--- config.mk ---
export PLATFORM = sky130hd
export DESIGN_NAME = calendar_advance_by_elapsed_ms_flat
export DESIGN_NICKNAME = d
export VERILOG_FILES = /design/src/sv/cal_adv_pkg.sv /design/src/sv/cal_adv_req_if.sv /design/src/sv/cal_adv_rsp_if.sv /design/src/sv/calendar_advance_by_elapsed_ms.sv /design/src/sv/cal_adv_base.sv /design/src/sv/cal_adv_carry.sv /design/src/sv/cal_adv_norm.sv /design/src/flat_wrapper.sv
export SDC_FILE = /design/constraint.sdc
export NUM_CORES = 2
export LEC_CHECK = 0
export BUFFER_PORTS_ARGS = -buffer_cell sky130_fd_sc_hd__buf_4
export CORE_UTILIZATION = 50
export CTS_CLUSTER_DIAMETER = 150
export CTS_CLUSTER_SIZE = 25
export DETAILED_ROUTE_END_ITERATION = 8
export MAX_ROUTING_LAYER = met4
export PLACE_DENSITY = 0.78
export SLEW_MARGIN = 30
export SYNTH_ARGS = -nofsm -noshare
export SYNTH_HDL_FRONTEND = slang
export SYNTH_HIERARCHICAL = 1
export SYNTH_SLANG_ARGS = --single-unit
--- constraint.sdc ---
create_clock -name clk_i -period 15.13 [get_ports clk_i]
set_input_delay 3.026 -clock clk_i [delete_from_list [all_inputs] [get_ports clk_i]]
set_output_delay 3.026 -clock clk_i [all_outputs]
set_load 0.01 [all_outputs]
--- src/sv/cal_adv_pkg.sv ---
`timescale 1ns / 1ps
// ----------------------------------------------------------------------------
// cal_adv_pkg
// Types, constants and per-stage step functions of the calendar advance block.
// ----------------------------------------------------------------------------
package cal_adv_pkg;

  typedef enum logic {
    OP_SET   = 1'b0,
    OP_QUERY = 1'b1
  } cal_op_e;

  localparam int unsigned SEC_PER_MIN  = 60;
  localparam int unsigned MIN_PER_HOUR = 60;
  localparam int unsigned HOUR_PER_DAY = 24;
  localparam int unsigned DAY_PER_WEEK = 7;
  localparam int unsigned MONTH_MAX    = 12;
  localparam int unsigned YEAR_MAX     = 99;

  // Reset base: midnight, Saturday 1 January 2000, tick zero.
  localparam logic [5:0]  RST_SECOND  = 6'd0;
  localparam logic [5:0]  RST_MINUTE  = 6'd0;
  localparam logic [4:0]  RST_HOUR    = 5'd0;
  localparam logic [2:0]  RST_WEEKDAY = 3'd6;
  localparam logic [4:0]  RST_DAY     = 5'd1;
  localparam logic [3:0]  RST_MONTH   = 4'd1;
  localparam logic [6:0]  RST_YEAR    = 7'd0;
  localparam logic [31:0] RST_TICK    = 32'd0;

  // Reciprocal multipliers: exact floor division over the value range in use.
  localparam logic [28:0] DIV1000_MUL  = 29'h10624DD3;  // 32-bit tick / 1000
  localparam int unsigned DIV1000_SHR  = 38;
  localparam logic [23:0] DIV60S_MUL   = 24'd8947849;   // 23-bit / 60
  localparam int unsigned DIV60S_SHR   = 29;
  localparam logic [17:0] DIV60M_MUL   = 18'd139811;    // 17-bit / 60
  localparam int unsigned DIV60M_SHR   = 23;
  localparam logic [10:0] DIV24_MUL    = 11'd1366;      // 11-bit / 24
  localparam int unsigned DIV24_SHR    = 15;
  localparam logic [5:0]  DIV7_MUL     = 6'd37;         // 6-bit (< 57) / 7
  localparam int unsigned DIV7_SHR     = 8;

  localparam int unsigned MONTH_STEPS  = 4;

  typedef struct packed {
    logic        op;
    logic [31:0] now_ms;
    logic [5:0]  set_second;
    logic [5:0]  set_minute;
    logic [4:0]  set_hour;
    logic [2:0]  set_weekday;
    logic [4:0]  set_day;
    logic [3:0]  set_month;
    logic [6:0]  set_year;
  } cal_in_t;

  // Item travelling down the pipeline. Accepted sets carry final fields; queries carry
  // the base fields plus a running value and quotient that each step refines.
  typedef struct packed {
    logic        query;
    logic        acc;
    logic [5:0]  sec;
    logic [5:0]  min;
    logic [4:0]  hour;
    logic [2:0]  wday;
    logic [4:0]  day;
    logic [3:0]  mon;
    logic [6:0]  year;
    logic [31:0] work;
    logic [22:0] quo;
  } cal_pipe_t;

  function automatic logic [4:0] month_len(logic [3:0] mon, logic [6:0] year);
    logic [4:0] len;
    case (mon)
      4'd2:                      len = (year[1:0] == 2'b00) ? 5'd29 : 5'd28;
      4'd4, 4'd6, 4'd9, 4'd11:   len = 5'd30;
      default:                   len = 5'd31;
    endcase
    return len;
  endfunction

  // Elapsed whole seconds from the tick difference.
  function automatic cal_pipe_t step_elapsed(cal_pipe_t p);
    cal_pipe_t   r;
    logic [60:0] prod;
    r    = p;
    prod = 61'(p.work) * 61'(DIV1000_MUL);
    if (p.query) begin
      r.work = 32'(prod >> DIV1000_SHR);
    end
    return r;
  endfunction

  // Total seconds and carry into minutes.
  function automatic cal_pipe_t step_second(cal_pipe_t p);
    cal_pipe_t   r;
    logic [22:0] total;
    logic [46:0] prod;
    r     = p;
    total = 23'(p.sec) + p.work[22:0];
    prod  = 47'(total) * 47'(DIV60S_MUL);
    if (p.query) begin
      r.work = 32'(total);
      r.quo  = 23'(prod >> DIV60S_SHR);
    end
    return r;
  endfunction

  // Second remainder, total minutes and carry into hours.
  function automatic cal_pipe_t step_minute(cal_pipe_t p);
    cal_pipe_t   r;
    logic [16:0] mins;
    logic [34:0] prod;
    r    = p;
    mins = 17'(p.min) + p.quo[16:0];
    prod = 35'(mins) * 35'(DIV60M_MUL);
    if (p.query) begin
      r.sec  = p.work[5:0] - 6'(p.quo[5:0] * 6'(SEC_PER_MIN));
      r.work = 32'(mins);
      r.quo  = 23'(prod >> DIV60M_SHR);
    end
    return r;
  endfunction

  // Minute remainder, total hours and carry into days.
  function automatic cal_pipe_t step_hour(cal_pipe_t p);
    cal_pipe_t   r;
    logic [10:0] hours;
    logic [21:0] prod;
    r     = p;
    hours = 11'(p.hour) + p.quo[10:0];
    prod  = 22'(hours) * 22'(DIV24_MUL);
    if (p.query) begin
      r.min  = p.work[5:0] - 6'(p.quo[5:0] * 6'(MIN_PER_HOUR));
      r.work = 32'(hours);
      r.quo  = 23'(prod >> DIV24_SHR);
    end
    return r;
  endfunction

  // Hour remainder, weekday and raw day of month.
  function automatic cal_pipe_t step_weekday(cal_pipe_t p);
    cal_pipe_t   r;
    logic [5:0]  days;
    logic [5:0]  wsum;
    logic [11:0] prod;
    logic [3:0]  wq;
    r    = p;
    days = p.quo[5:0];
    wsum = 6'(p.wday) + days;
    prod = 12'(wsum) * 12'(DIV7_MUL);
    wq   = 4'(prod >> DIV7_SHR);
    if (p.query) begin
      r.hour = p.work[4:0] - 5'(p.quo[4:0] * 5'(HOUR_PER_DAY));
      r.wday = wsum[2:0] - 3'(wq[2:0] * 3'(DAY_PER_WEEK));
      r.work = 32'(7'(p.day) + 7'(days));
    end
    return r;
  endfunction

  // Roll the day through month ends, wrapping the year past 2099.
  function automatic cal_pipe_t step_month(cal_pipe_t p);
    cal_pipe_t  r;
    logic [6:0] d;
    logic [3:0] mon;
    logic [6:0] yr;
    logic [4:0] len;
    logic       done;
    r    = p;
    d    = p.work[6:0];
    mon  = p.mon;
    yr   = p.year;
    done = 1'b0;
    for (int k = 0; k < MONTH_STEPS; k++) begin
      len = month_len(mon, yr);
      if (!done && d > 7'(len)) begin
        d   = d - 7'(len);
        mon = mon + 4'd1;
        if (mon > 4'(MONTH_MAX)) begin
          mon = 4'd1;
          yr  = (yr >= 7'(YEAR_MAX)) ? 7'd0 : yr + 7'd1;
        end
      end else begin
        done = 1'b1;
      end
    end
    if (p.query) begin
      r.day  = d[4:0];
      r.mon  = mon;
      r.year = yr;
    end
    return r;
  endfunction

endpackage

--- src/sv/cal_adv_req_if.sv ---
`timescale 1ns / 1ps
// ----------------------------------------------------------------------------
// cal_adv_req_if
// Request channel: set or query item with valid/ready handshake.
// ----------------------------------------------------------------------------
interface cal_adv_req_if;
  logic        valid;
  logic        ready;
  logic        op;
  logic [31:0] now_ms;
  logic [5:0]  set_second;
  logic [5:0]  set_minute;
  logic [4:0]  set_hour;
  logic [2:0]  set_weekday;
  logic [4:0]  set_day;
  logic [3:0]  set_month;
  logic [6:0]  set_year;

  modport source (
    output valid, op, now_ms, set_second, set_minute, set_hour, set_weekday,
           set_day, set_month, set_year,
    input  ready
  );

  modport sink (
    input  valid, op, now_ms, set_second, set_minute, set_hour, set_weekday,
           set_day, set_month, set_year,
    output ready
  );
endinterface

--- src/sv/cal_adv_rsp_if.sv ---
`timescale 1ns / 1ps
// ----------------------------------------------------------------------------
// cal_adv_rsp_if
// Result channel: calendar time and accept flag with valid/ready handshake.
// ----------------------------------------------------------------------------
interface cal_adv_rsp_if;
  logic       valid;
  logic       ready;
  logic [5:0] second;
  logic [5:0] minute;
  logic [4:0] hour;
  logic [2:0] weekday;
  logic [4:0] day;
  logic [3:0] month;
  logic [6:0] year;
  logic       accepted;

  modport source (
    output valid, second, minute, hour, weekday, day, month, year, accepted,
    input  ready
  );

  modport sink (
    input  valid, second, minute, hour, weekday, day, month, year, accepted,
    output ready
  );
endinterface

--- src/sv/calendar_advance_by_elapsed_ms.sv ---
`timescale 1ns / 1ps
// ----------------------------------------------------------------------------
// calendar_advance_by_elapsed_ms
// Calendar clock: stores a base time with its ms tick, reports the time
// advanced by whole elapsed seconds on each query.
// ----------------------------------------------------------------------------
// Throughput: one item per cycle unless the result channel back-pressures;
//   each step is one reciprocal multiply or a short compare/subtract chain,
//   so the eight-register pipeline streams.
// Reset: base time is 00:00:00 Saturday 1 January 2000 at tick 0; all
//   pipeline stages are emptied.
// ----------------------------------------------------------------------------
module calendar_advance_by_elapsed_ms
  import cal_adv_pkg::*;
(
  input  logic          clk_i,
  input  logic          rst_ni,
  cal_adv_req_if.sink   req_i,
  cal_adv_rsp_if.source rsp_o
);

  // Stage handshakes between the three pipeline sections.
  cal_in_t   in_data;
  logic      base_valid;
  logic      base_ready;
  cal_pipe_t base_data;
  logic      carry_valid;
  logic      carry_ready;
  cal_pipe_t carry_data;
  logic      res_valid;
  cal_pipe_t res_data;

  // Gather the request payload into one struct.
  always_comb begin
    in_data.op          = req_i.op;
    in_data.now_ms      = req_i.now_ms;
    in_data.set_second  = req_i.set_second;
    in_data.set_minute  = req_i.set_minute;
    in_data.set_hour    = req_i.set_hour;
    in_data.set_weekday = req_i.set_weekday;
    in_data.set_day     = req_i.set_day;
    in_data.set_month   = req_i.set_month;
    in_data.set_year    = req_i.set_year;
  end

  // Input register plus base store. A legal set commits the base as it leaves
  // the input register, so every later query in the pipe already sees it.
  cal_adv_base u_base (
    .clk_i       (clk_i),
    .rst_ni      (rst_ni),
    .in_valid_i  (req_i.valid),
    .in_ready_o  (req_i.ready),
    .in_data_i   (in_data),
    .out_valid_o (base_valid),
    .out_ready_i (base_ready),
    .out_data_o  (base_data)
  );

  // Divide the tick difference by 1000, then carry seconds up to days.
  cal_adv_carry u_carry (
    .clk_i       (clk_i),
    .rst_ni      (rst_ni),
    .in_valid_i  (base_valid),
    .in_ready_o  (base_ready),
    .in_data_i   (base_data),
    .out_valid_o (carry_valid),
    .out_ready_i (carry_ready),
    .out_data_o  (carry_data)
  );

  // Weekday, then month and year roll-over; last stage is the result register.
  cal_adv_norm u_norm (
    .clk_i       (clk_i),
    .rst_ni      (rst_ni),
    .in_valid_i  (carry_valid),
    .in_ready_o  (carry_ready),
    .in_data_i   (carry_data),
    .out_valid_o (res_valid),
    .out_ready_i (rsp_o.ready),
    .out_data_o  (res_data)
  );

  // Drive the result channel straight from the result register.
  assign rsp_o.valid    = res_valid;
  assign rsp_o.second   = res_data.sec;
  assign rsp_o.minute   = res_data.min;
  assign rsp_o.hour     = res_data.hour;
  assign rsp_o.weekday  = res_data.wday;
  assign rsp_o.day      = res_data.day;
  assign rsp_o.month    = res_data.mon;
  assign rsp_o.year     = res_data.year;
  assign rsp_o.accepted = res_data.acc;

`ifndef ASSERT_OFF
  // Every result field lies in its legal calendar range.
  a_result_in_range : assert property (@(posedge clk_i) disable iff (!rst_ni)
    rsp_o.valid |-> (rsp_o.second < 6'(SEC_PER_MIN)) && (rsp_o.minute < 6'(MIN_PER_HOUR))
      && (rsp_o.hour < 5'(HOUR_PER_DAY)) && (rsp_o.weekday < 3'(DAY_PER_WEEK))
      && (rsp_o.day != 5'd0) && (rsp_o.month != 4'd0) && (rsp_o.month <= 4'(MONTH_MAX))
      && (rsp_o.year <= 7'(YEAR_MAX)))
    else $error("result time out of range");

  // Only a rejected set may clear the accepted flag.
  a_query_accepted : assert property (@(posedge clk_i) disable iff (!rst_ni)
    res_valid && !res_data.acc |-> !res_data.query)
    else $error("query result without accepted flag");

  // The request side stalls only when the whole pipe is backed up.
  a_stall_from_output : assert property (@(posedge clk_i) disable iff (!rst_ni)
    !req_i.ready |-> rsp_o.valid && !rsp_o.ready)
    else $error("request stalled without output back-pressure");
`endif

endmodule

--- src/sv/cal_adv_base.sv ---
`timescale 1ns / 1ps
// ----------------------------------------------------------------------------
// cal_adv_base
// Input register, range check and base time store; starts each query.
// ----------------------------------------------------------------------------
module cal_adv_base
  import cal_adv_pkg::*;
(
  input  logic      clk_i,
  input  logic      rst_ni,
  input  logic      in_valid_i,
  output logic      in_ready_o,
  input  cal_in_t   in_data_i,
  output logic      out_valid_o,
  input  logic      out_ready_i,
  output cal_pipe_t out_data_o
);

  logic        in_valid_q;
  cal_in_t     in_data_q;
  logic        pipe_valid_q;
  cal_pipe_t   pipe_data_q;
  cal_pipe_t   pipe_data_d;
  logic        pipe_ready;
  logic        set_ok;
  logic        is_query;
  logic        base_we;

  logic [5:0]  base_second_q;
  logic [5:0]  base_minute_q;
  logic [4:0]  base_hour_q;
  logic [2:0]  base_weekday_q;
  logic [4:0]  base_day_q;
  logic [3:0]  base_month_q;
  logic [6:0]  base_year_q;
  logic [31:0] base_tick_q;

  assign pipe_ready = !pipe_valid_q || out_ready_i;
  assign in_ready_o = !in_valid_q || pipe_ready;

  assign is_query = (in_data_q.op == OP_QUERY);
  assign set_ok   = (in_data_q.set_second < 6'(SEC_PER_MIN))
                 && (in_data_q.set_minute < 6'(MIN_PER_HOUR))
                 && (in_data_q.set_hour < 5'(HOUR_PER_DAY))
                 && (in_data_q.set_weekday < 3'(DAY_PER_WEEK))
                 && (in_data_q.set_day != 5'd0)
                 && (in_data_q.set_month != 4'd0)
                 && (in_data_q.set_month <= 4'(MONTH_MAX))
                 && (in_data_q.set_year <= 7'(YEAR_MAX));
  assign base_we  = in_valid_q && pipe_ready && !is_query && set_ok;

  always_comb begin
    pipe_data_d       = '0;
    pipe_data_d.query = is_query;
    pipe_data_d.acc   = is_query || set_ok;
    if (!is_query && set_ok) begin
      pipe_data_d.sec  = in_data_q.set_second;
      pipe_data_d.min  = in_data_q.set_minute;
      pipe_data_d.hour = in_data_q.set_hour;
      pipe_data_d.wday = in_data_q.set_weekday;
      pipe_data_d.day  = in_data_q.set_day;
      pipe_data_d.mon  = in_data_q.set_month;
      pipe_data_d.year = in_data_q.set_year;
    end else begin
      pipe_data_d.sec  = base_second_q;
      pipe_data_d.min  = base_minute_q;
      pipe_data_d.hour = base_hour_q;
      pipe_data_d.wday = base_weekday_q;
      pipe_data_d.day  = base_day_q;
      pipe_data_d.mon  = base_month_q;
      pipe_data_d.year = base_year_q;
    end
    if (is_query) begin
      pipe_data_d.work = in_data_q.now_ms - base_tick_q;
    end
  end

  always_ff @(posedge clk_i or negedge rst_ni) begin
    if (!rst_ni) begin
      in_valid_q   <= 1'b0;
      pipe_valid_q <= 1'b0;
    end else begin
      if (in_ready_o) begin
        in_valid_q <= in_valid_i;
      end
      if (pipe_ready) begin
        pipe_valid_q <= in_valid_q;
      end
    end
  end

  always_ff @(posedge clk_i) begin
    if (in_ready_o && in_valid_i) begin
      in_data_q <= in_data_i;
    end
    if (pipe_ready && in_valid_q) begin
      pipe_data_q <= pipe_data_d;
    end
  end

  always_ff @(posedge clk_i or negedge rst_ni) begin
    if (!rst_ni) begin
      base_second_q  <= RST_SECOND;
      base_minute_q  <= RST_MINUTE;
      base_hour_q    <= RST_HOUR;
      base_weekday_q <= RST_WEEKDAY;
      base_day_q     <= RST_DAY;
      base_month_q   <= RST_MONTH;
      base_year_q    <= RST_YEAR;
      base_tick_q    <= RST_TICK;
    end else if (base_we) begin
      base_second_q  <= in_data_q.set_second;
      base_minute_q  <= in_data_q.set_minute;
      base_hour_q    <= in_data_q.set_hour;
      base_weekday_q <= in_data_q.set_weekday;
      base_day_q     <= in_data_q.set_day;
      base_month_q   <= in_data_q.set_month;
      base_year_q    <= in_data_q.set_year;
      base_tick_q    <= in_data_q.now_ms;
    end
  end

  assign out_valid_o = pipe_valid_q;
  assign out_data_o  = pipe_data_q;

endmodule

--- src/sv/cal_adv_carry.sv ---
`timescale 1ns / 1ps
// ----------------------------------------------------------------------------
// cal_adv_carry
// Four stages: ms to seconds, then carries through seconds, minutes, hours.
// ----------------------------------------------------------------------------
module cal_adv_carry
  import cal_adv_pkg::*;
(
  input  logic      clk_i,
  input  logic      rst_ni,
  input  logic      in_valid_i,
  output logic      in_ready_o,
  input  cal_pipe_t in_data_i,
  output logic      out_valid_o,
  input  logic      out_ready_i,
  output cal_pipe_t out_data_o
);

  localparam int unsigned NSTAGE = 4;

  logic      valid_q [NSTAGE];
  cal_pipe_t data_q  [NSTAGE];
  cal_pipe_t data_d  [NSTAGE];
  logic      up_valid[NSTAGE];
  logic      ready   [NSTAGE+1];

  always_comb begin
    data_d[0] = step_elapsed(in_data_i);
    data_d[1] = step_second(data_q[0]);
    data_d[2] = step_minute(data_q[1]);
    data_d[3] = step_hour(data_q[2]);
  end

  assign ready[NSTAGE] = out_ready_i;

  for (genvar i = 0; i < NSTAGE; i++) begin : g_stage
    if (i == 0) begin : g_first
      assign up_valid[i] = in_valid_i;
    end else begin : g_next
      assign up_valid[i] = valid_q[i-1];
    end

    assign ready[i] = !valid_q[i] || ready[i+1];

    always_ff @(posedge clk_i or negedge rst_ni) begin
      if (!rst_ni) begin
        valid_q[i] <= 1'b0;
      end else if (ready[i]) begin
        valid_q[i] <= up_valid[i];
      end
    end

    always_ff @(posedge clk_i) begin
      if (ready[i] && up_valid[i]) begin
        data_q[i] <= data_d[i];
      end
    end
  end

  assign in_ready_o  = ready[0];
  assign out_valid_o = valid_q[NSTAGE-1];
  assign out_data_o  = data_q[NSTAGE-1];

endmodule

--- src/sv/cal_adv_norm.sv ---
`timescale 1ns / 1ps
// ----------------------------------------------------------------------------
// cal_adv_norm
// Weekday and day sum, then month roll-over into the result register.
// ----------------------------------------------------------------------------
module cal_adv_norm
  import cal_adv_pkg::*;
(
  input  logic      clk_i,
  input  logic      rst_ni,
  input  logic      in_valid_i,
  output logic      in_ready_o,
  input  cal_pipe_t in_data_i,
  output logic      out_valid_o,
  input  logic      out_ready_i,
  output cal_pipe_t out_data_o
);

  logic      day_valid_q;
  cal_pipe_t day_data_q;
  logic      res_valid_q;
  cal_pipe_t res_data_q;
  logic      day_ready;
  logic      res_ready;

  assign res_ready  = !res_valid_q || out_ready_i;
  assign day_ready  = !day_valid_q || res_ready;
  assign in_ready_o = day_ready;

  always_ff @(posedge clk_i or negedge rst_ni) begin
    if (!rst_ni) begin
      day_valid_q <= 1'b0;
      res_valid_q <= 1'b0;
    end else begin
      if (day_ready) begin
        day_valid_q <= in_valid_i;
      end
      if (res_ready) begin
        res_valid_q <= day_valid_q;
      end
    end
  end

  always_ff @(posedge clk_i) begin
    if (day_ready && in_valid_i) begin
      day_data_q <= step_weekday(in_data_i);
    end
    if (res_ready && day_valid_q) begin
      res_data_q <= step_month(day_data_q);
    end
  end

  assign out_valid_o = res_valid_q;
  assign out_data_o  = res_data_q;

endmodule
--- src/flat_wrapper.sv ---
// flat-port wrapper written by rule: the top's interface ports become plain ports
module calendar_advance_by_elapsed_ms_flat import cal_adv_pkg::*;
  (clk_i, rst_ni, req_i_valid, req_i_op, req_i_now_ms, req_i_set_second, req_i_set_minute, req_i_set_hour, req_i_set_weekday, req_i_set_day, req_i_set_month, req_i_set_year, req_i_ready, rsp_o_valid, rsp_o_second, rsp_o_minute, rsp_o_hour, rsp_o_weekday, rsp_o_day, rsp_o_month, rsp_o_year, rsp_o_accepted, rsp_o_ready);
  cal_adv_req_if req_i_i ();
  cal_adv_rsp_if rsp_o_i ();
  input  logic clk_i;
  input  logic rst_ni;
  input wire logic [$bits(req_i_i.valid)-1:0] req_i_valid;
  input wire logic [$bits(req_i_i.op)-1:0] req_i_op;
  input wire logic [$bits(req_i_i.now_ms)-1:0] req_i_now_ms;
  input wire logic [$bits(req_i_i.set_second)-1:0] req_i_set_second;
  input wire logic [$bits(req_i_i.set_minute)-1:0] req_i_set_minute;
  input wire logic [$bits(req_i_i.set_hour)-1:0] req_i_set_hour;
  input wire logic [$bits(req_i_i.set_weekday)-1:0] req_i_set_weekday;
  input wire logic [$bits(req_i_i.set_day)-1:0] req_i_set_day;
  input wire logic [$bits(req_i_i.set_month)-1:0] req_i_set_month;
  input wire logic [$bits(req_i_i.set_year)-1:0] req_i_set_year;
  output wire logic [$bits(req_i_i.ready)-1:0] req_i_ready;
  output wire logic [$bits(rsp_o_i.valid)-1:0] rsp_o_valid;
  output wire logic [$bits(rsp_o_i.second)-1:0] rsp_o_second;
  output wire logic [$bits(rsp_o_i.minute)-1:0] rsp_o_minute;
  output wire logic [$bits(rsp_o_i.hour)-1:0] rsp_o_hour;
  output wire logic [$bits(rsp_o_i.weekday)-1:0] rsp_o_weekday;
  output wire logic [$bits(rsp_o_i.day)-1:0] rsp_o_day;
  output wire logic [$bits(rsp_o_i.month)-1:0] rsp_o_month;
  output wire logic [$bits(rsp_o_i.year)-1:0] rsp_o_year;
  output wire logic [$bits(rsp_o_i.accepted)-1:0] rsp_o_accepted;
  input wire logic [$bits(rsp_o_i.ready)-1:0] rsp_o_ready;
  assign req_i_i.valid = req_i_valid;
  assign req_i_i.op = req_i_op;
  assign req_i_i.now_ms = req_i_now_ms;
  assign req_i_i.set_second = req_i_set_second;
  assign req_i_i.set_minute = req_i_set_minute;
  assign req_i_i.set_hour = req_i_set_hour;
  assign req_i_i.set_weekday = req_i_set_weekday;
  assign req_i_i.set_day = req_i_set_day;
  assign req_i_i.set_month = req_i_set_month;
  assign req_i_i.set_year = req_i_set_year;
  assign req_i_ready = req_i_i.ready;
  assign rsp_o_valid = rsp_o_i.valid;
  assign rsp_o_second = rsp_o_i.second;
  assign rsp_o_minute = rsp_o_i.minute;
  assign rsp_o_hour = rsp_o_i.hour;
  assign rsp_o_weekday = rsp_o_i.weekday;
  assign rsp_o_day = rsp_o_i.day;
  assign rsp_o_month = rsp_o_i.month;
  assign rsp_o_year = rsp_o_i.year;
  assign rsp_o_accepted = rsp_o_i.accepted;
  assign rsp_o_i.ready = rsp_o_ready;
  calendar_advance_by_elapsed_ms u_core (.clk_i(clk_i), .rst_ni(rst_ni), .req_i(req_i_i), .rsp_o(rsp_o_i));
endmodule
==> impl_metrics.toml <==
[status]
outcome = "complete, no violations"

[clock_network]
cts_setup_buffers = 0
cts_inserted_buffers = 27
ctsHoldBuffers = 0
cts_buffer_depth = 3
cts_num_sinks = 544
cts-resized-gates = 0
htreeDepth = 1
cts-root-buf = "clkbuf_16"
cts_tree = "done"
path_clk_slew_ps = 110
clk_latency_ps = 630

[die]
pin_count = 112
fp-row-count = 116
start_util_pct = 50.39
fp.dieW_microns = 319.2
fp.dieH_microns = 319.2
core_sq_um = 99860
die-area_sq_um = 101900

[layout]
drive_above_1_share_pct = 8.448
synthToLayoutAreaGrowth_pct = 6.358
multiInputGateArea_sq_um = 30440
final_cell_mix = "inv_1, ha_1, edfxtp_1"
final_common_cell = "inv_1"
fin_util_pct = 53.60
final_area_sq_um = 53520
finalNetCount = 5913
nFillCells = 8525
seqCellArea_sq_um = 15960

[worst_setup_path]
cp_slowest_cell = "a211oi_4"
critPathKind = "reg2reg"
cp-end-kind = "register"
critPathArrivalTime_ps = 12850
worstSetupStartpointType = "register"
startpoint = "u_core/u_norm/day_data_q[62]$_DFFE_PP_"
crit_fanout = 19
cp_common_cell = "ha_1"
max_stage_delay_ps = 640
reg2reg_from = "u_core/u_norm/day_data_q[62]$_DFFE_PP_"
critPathRequiredTime_ps = 15620

[global_routing]
grt_pass1_vias = 32770
grt_max_degree = 78
grt_usage_pct = 22.11
met2_usage_pct = 36.27
grt-busiest-layer = "met2"
use_met1_pct = 29.37
grt-ovfl-total = 0
grt_pass1_wl_microns = 173700
gr-usage-met3_pct = 2.216
antenna_found_initial = 2

[timing]
period_share_pct = 81.70
slew_violations = 0
slew_headroom_pct = 31.97
tns_ps = 0
tightest_slew_ps = 1020
rsz0062_at_grt = "false"
whs_ps = 410.3
period_minus_slack_ps = 12360
skew_ps = 32.84
max_freq_mhz = 80.89
finalHoldViolations = 0
setup_viol = 0

[synth]
yosys_warnings = 6
avgSynthCellArea_sq_um = 11.27
synth_area_sq_um = 50320
netlist_instances = 4465

[routing]
firstDrtPassIters = 8
ant_nets = 0
drt_iter0_drc = 2064
vias_per_cell = 5.464
routed_wl_microns = 107800
routedWlPerCell_microns = 18.34
vias = 32130
drc_errors = 0

[min_path]
hold_path.class = "reg2reg"
min-delay-start = "u_core/u_carry/data_q[1][91]$_DFFE_PP_"

[placed_design]
portBuffers = 111
dp_hpwl_microns = 86800
gp_congestion = 0.9425
dpl-instance-area_sq_um = 52600

[run]
cap_violations = 0
==> sequential cells by signal, indices dropped and copies added, names as in the netlist, 3 cells and up <==
signal,count
u_core/u_base/base_year_q,7
u_core/u_base/base_tick_q,32
u_core/u_norm/day_data_q,45
u_core/u_base/base_month_q,4
u_core/u_base/out_data_o,70
u_core/u_norm/out_data_o,37
u_core/u_carry/data_q,247
u_core/u_base/base_minute_q,6
u_core/u_base/base_day_q,5
u_core/u_base/base_hour_q,5
u_core/u_base/in_data_q,68
u_core/u_base/base_second_q,6
u_core/u_base/base_weekday_q,3
u_core/u_carry/up_valid,3
==> critical path, delay by kind of cell (launching register included) <==
family / cells / cell delay, ps
AOI/OAI and AO/OA: 21 / 4770
and+or+nand+nor: 15 / 3530
adders and majority gates: 8 / 2010
buffers and inverters: 7 / 1060
DFF: 1 / 550
muxes: 1 / 270
==> stage by stage <==
step / setup slack, ps / instances
finish: 2768 / 5881
global route: 1588 / 5881
detailed placement: 2912 / 5826
CTS: 2870 / 5876
floorplan: 5138 / 4481
global placement: 3039 / 5826
==> final timing paths <==
kind / to / depth (start not counted) / slack [ps]
max: u_core/u_norm/out_data_o[57]$_DFFE_PP_ / 52 / 2770
min: u_core/u_carry/data_q[2][91]$_DFFE_PP_ / 0 / 410
max reg2reg: u_core/u_norm/out_data_o[57]$_DFFE_PP_ / 52 / 2770
min reg2reg: u_core/u_carry/data_q[2][91]$_DFFE_PP_ / 0 / 410
max in group asynchronous: u_core/u_base/base_hour_q[0]$_DFFE_PN0P_ / 1 / 12170
min in group asynchronous: u_core/u_carry/up_valid[0]$_DFFE_PN0P_ / 1 / 2430
==> layout make-up <==
cell class	instances	share of cell area [%]
Timing Repair Buffer	148	2.151
Tap cell	1298	3.034
Multi-Input combinational cell	2910	56.87
Clock buffer	46	1.435
Sequential cell	544	29.82
Inverter	929	6.515
Antenna cell	2	0.009351
Clock inverter	4	0.1613
==> per-layer routing <==
layer,routed length (microns),vias to the layer above,share of wire [%]
met5,0,-,0
met4,3105,0,2.9
met3,4970,164,4.6
met2,51810,794,48
met1,47940,15850,44
li1,-,15330,-
Power is left out: the tool's default activity adds up to more than one toggle a clock period on the data nets, which glitch-free logic cannot reach.
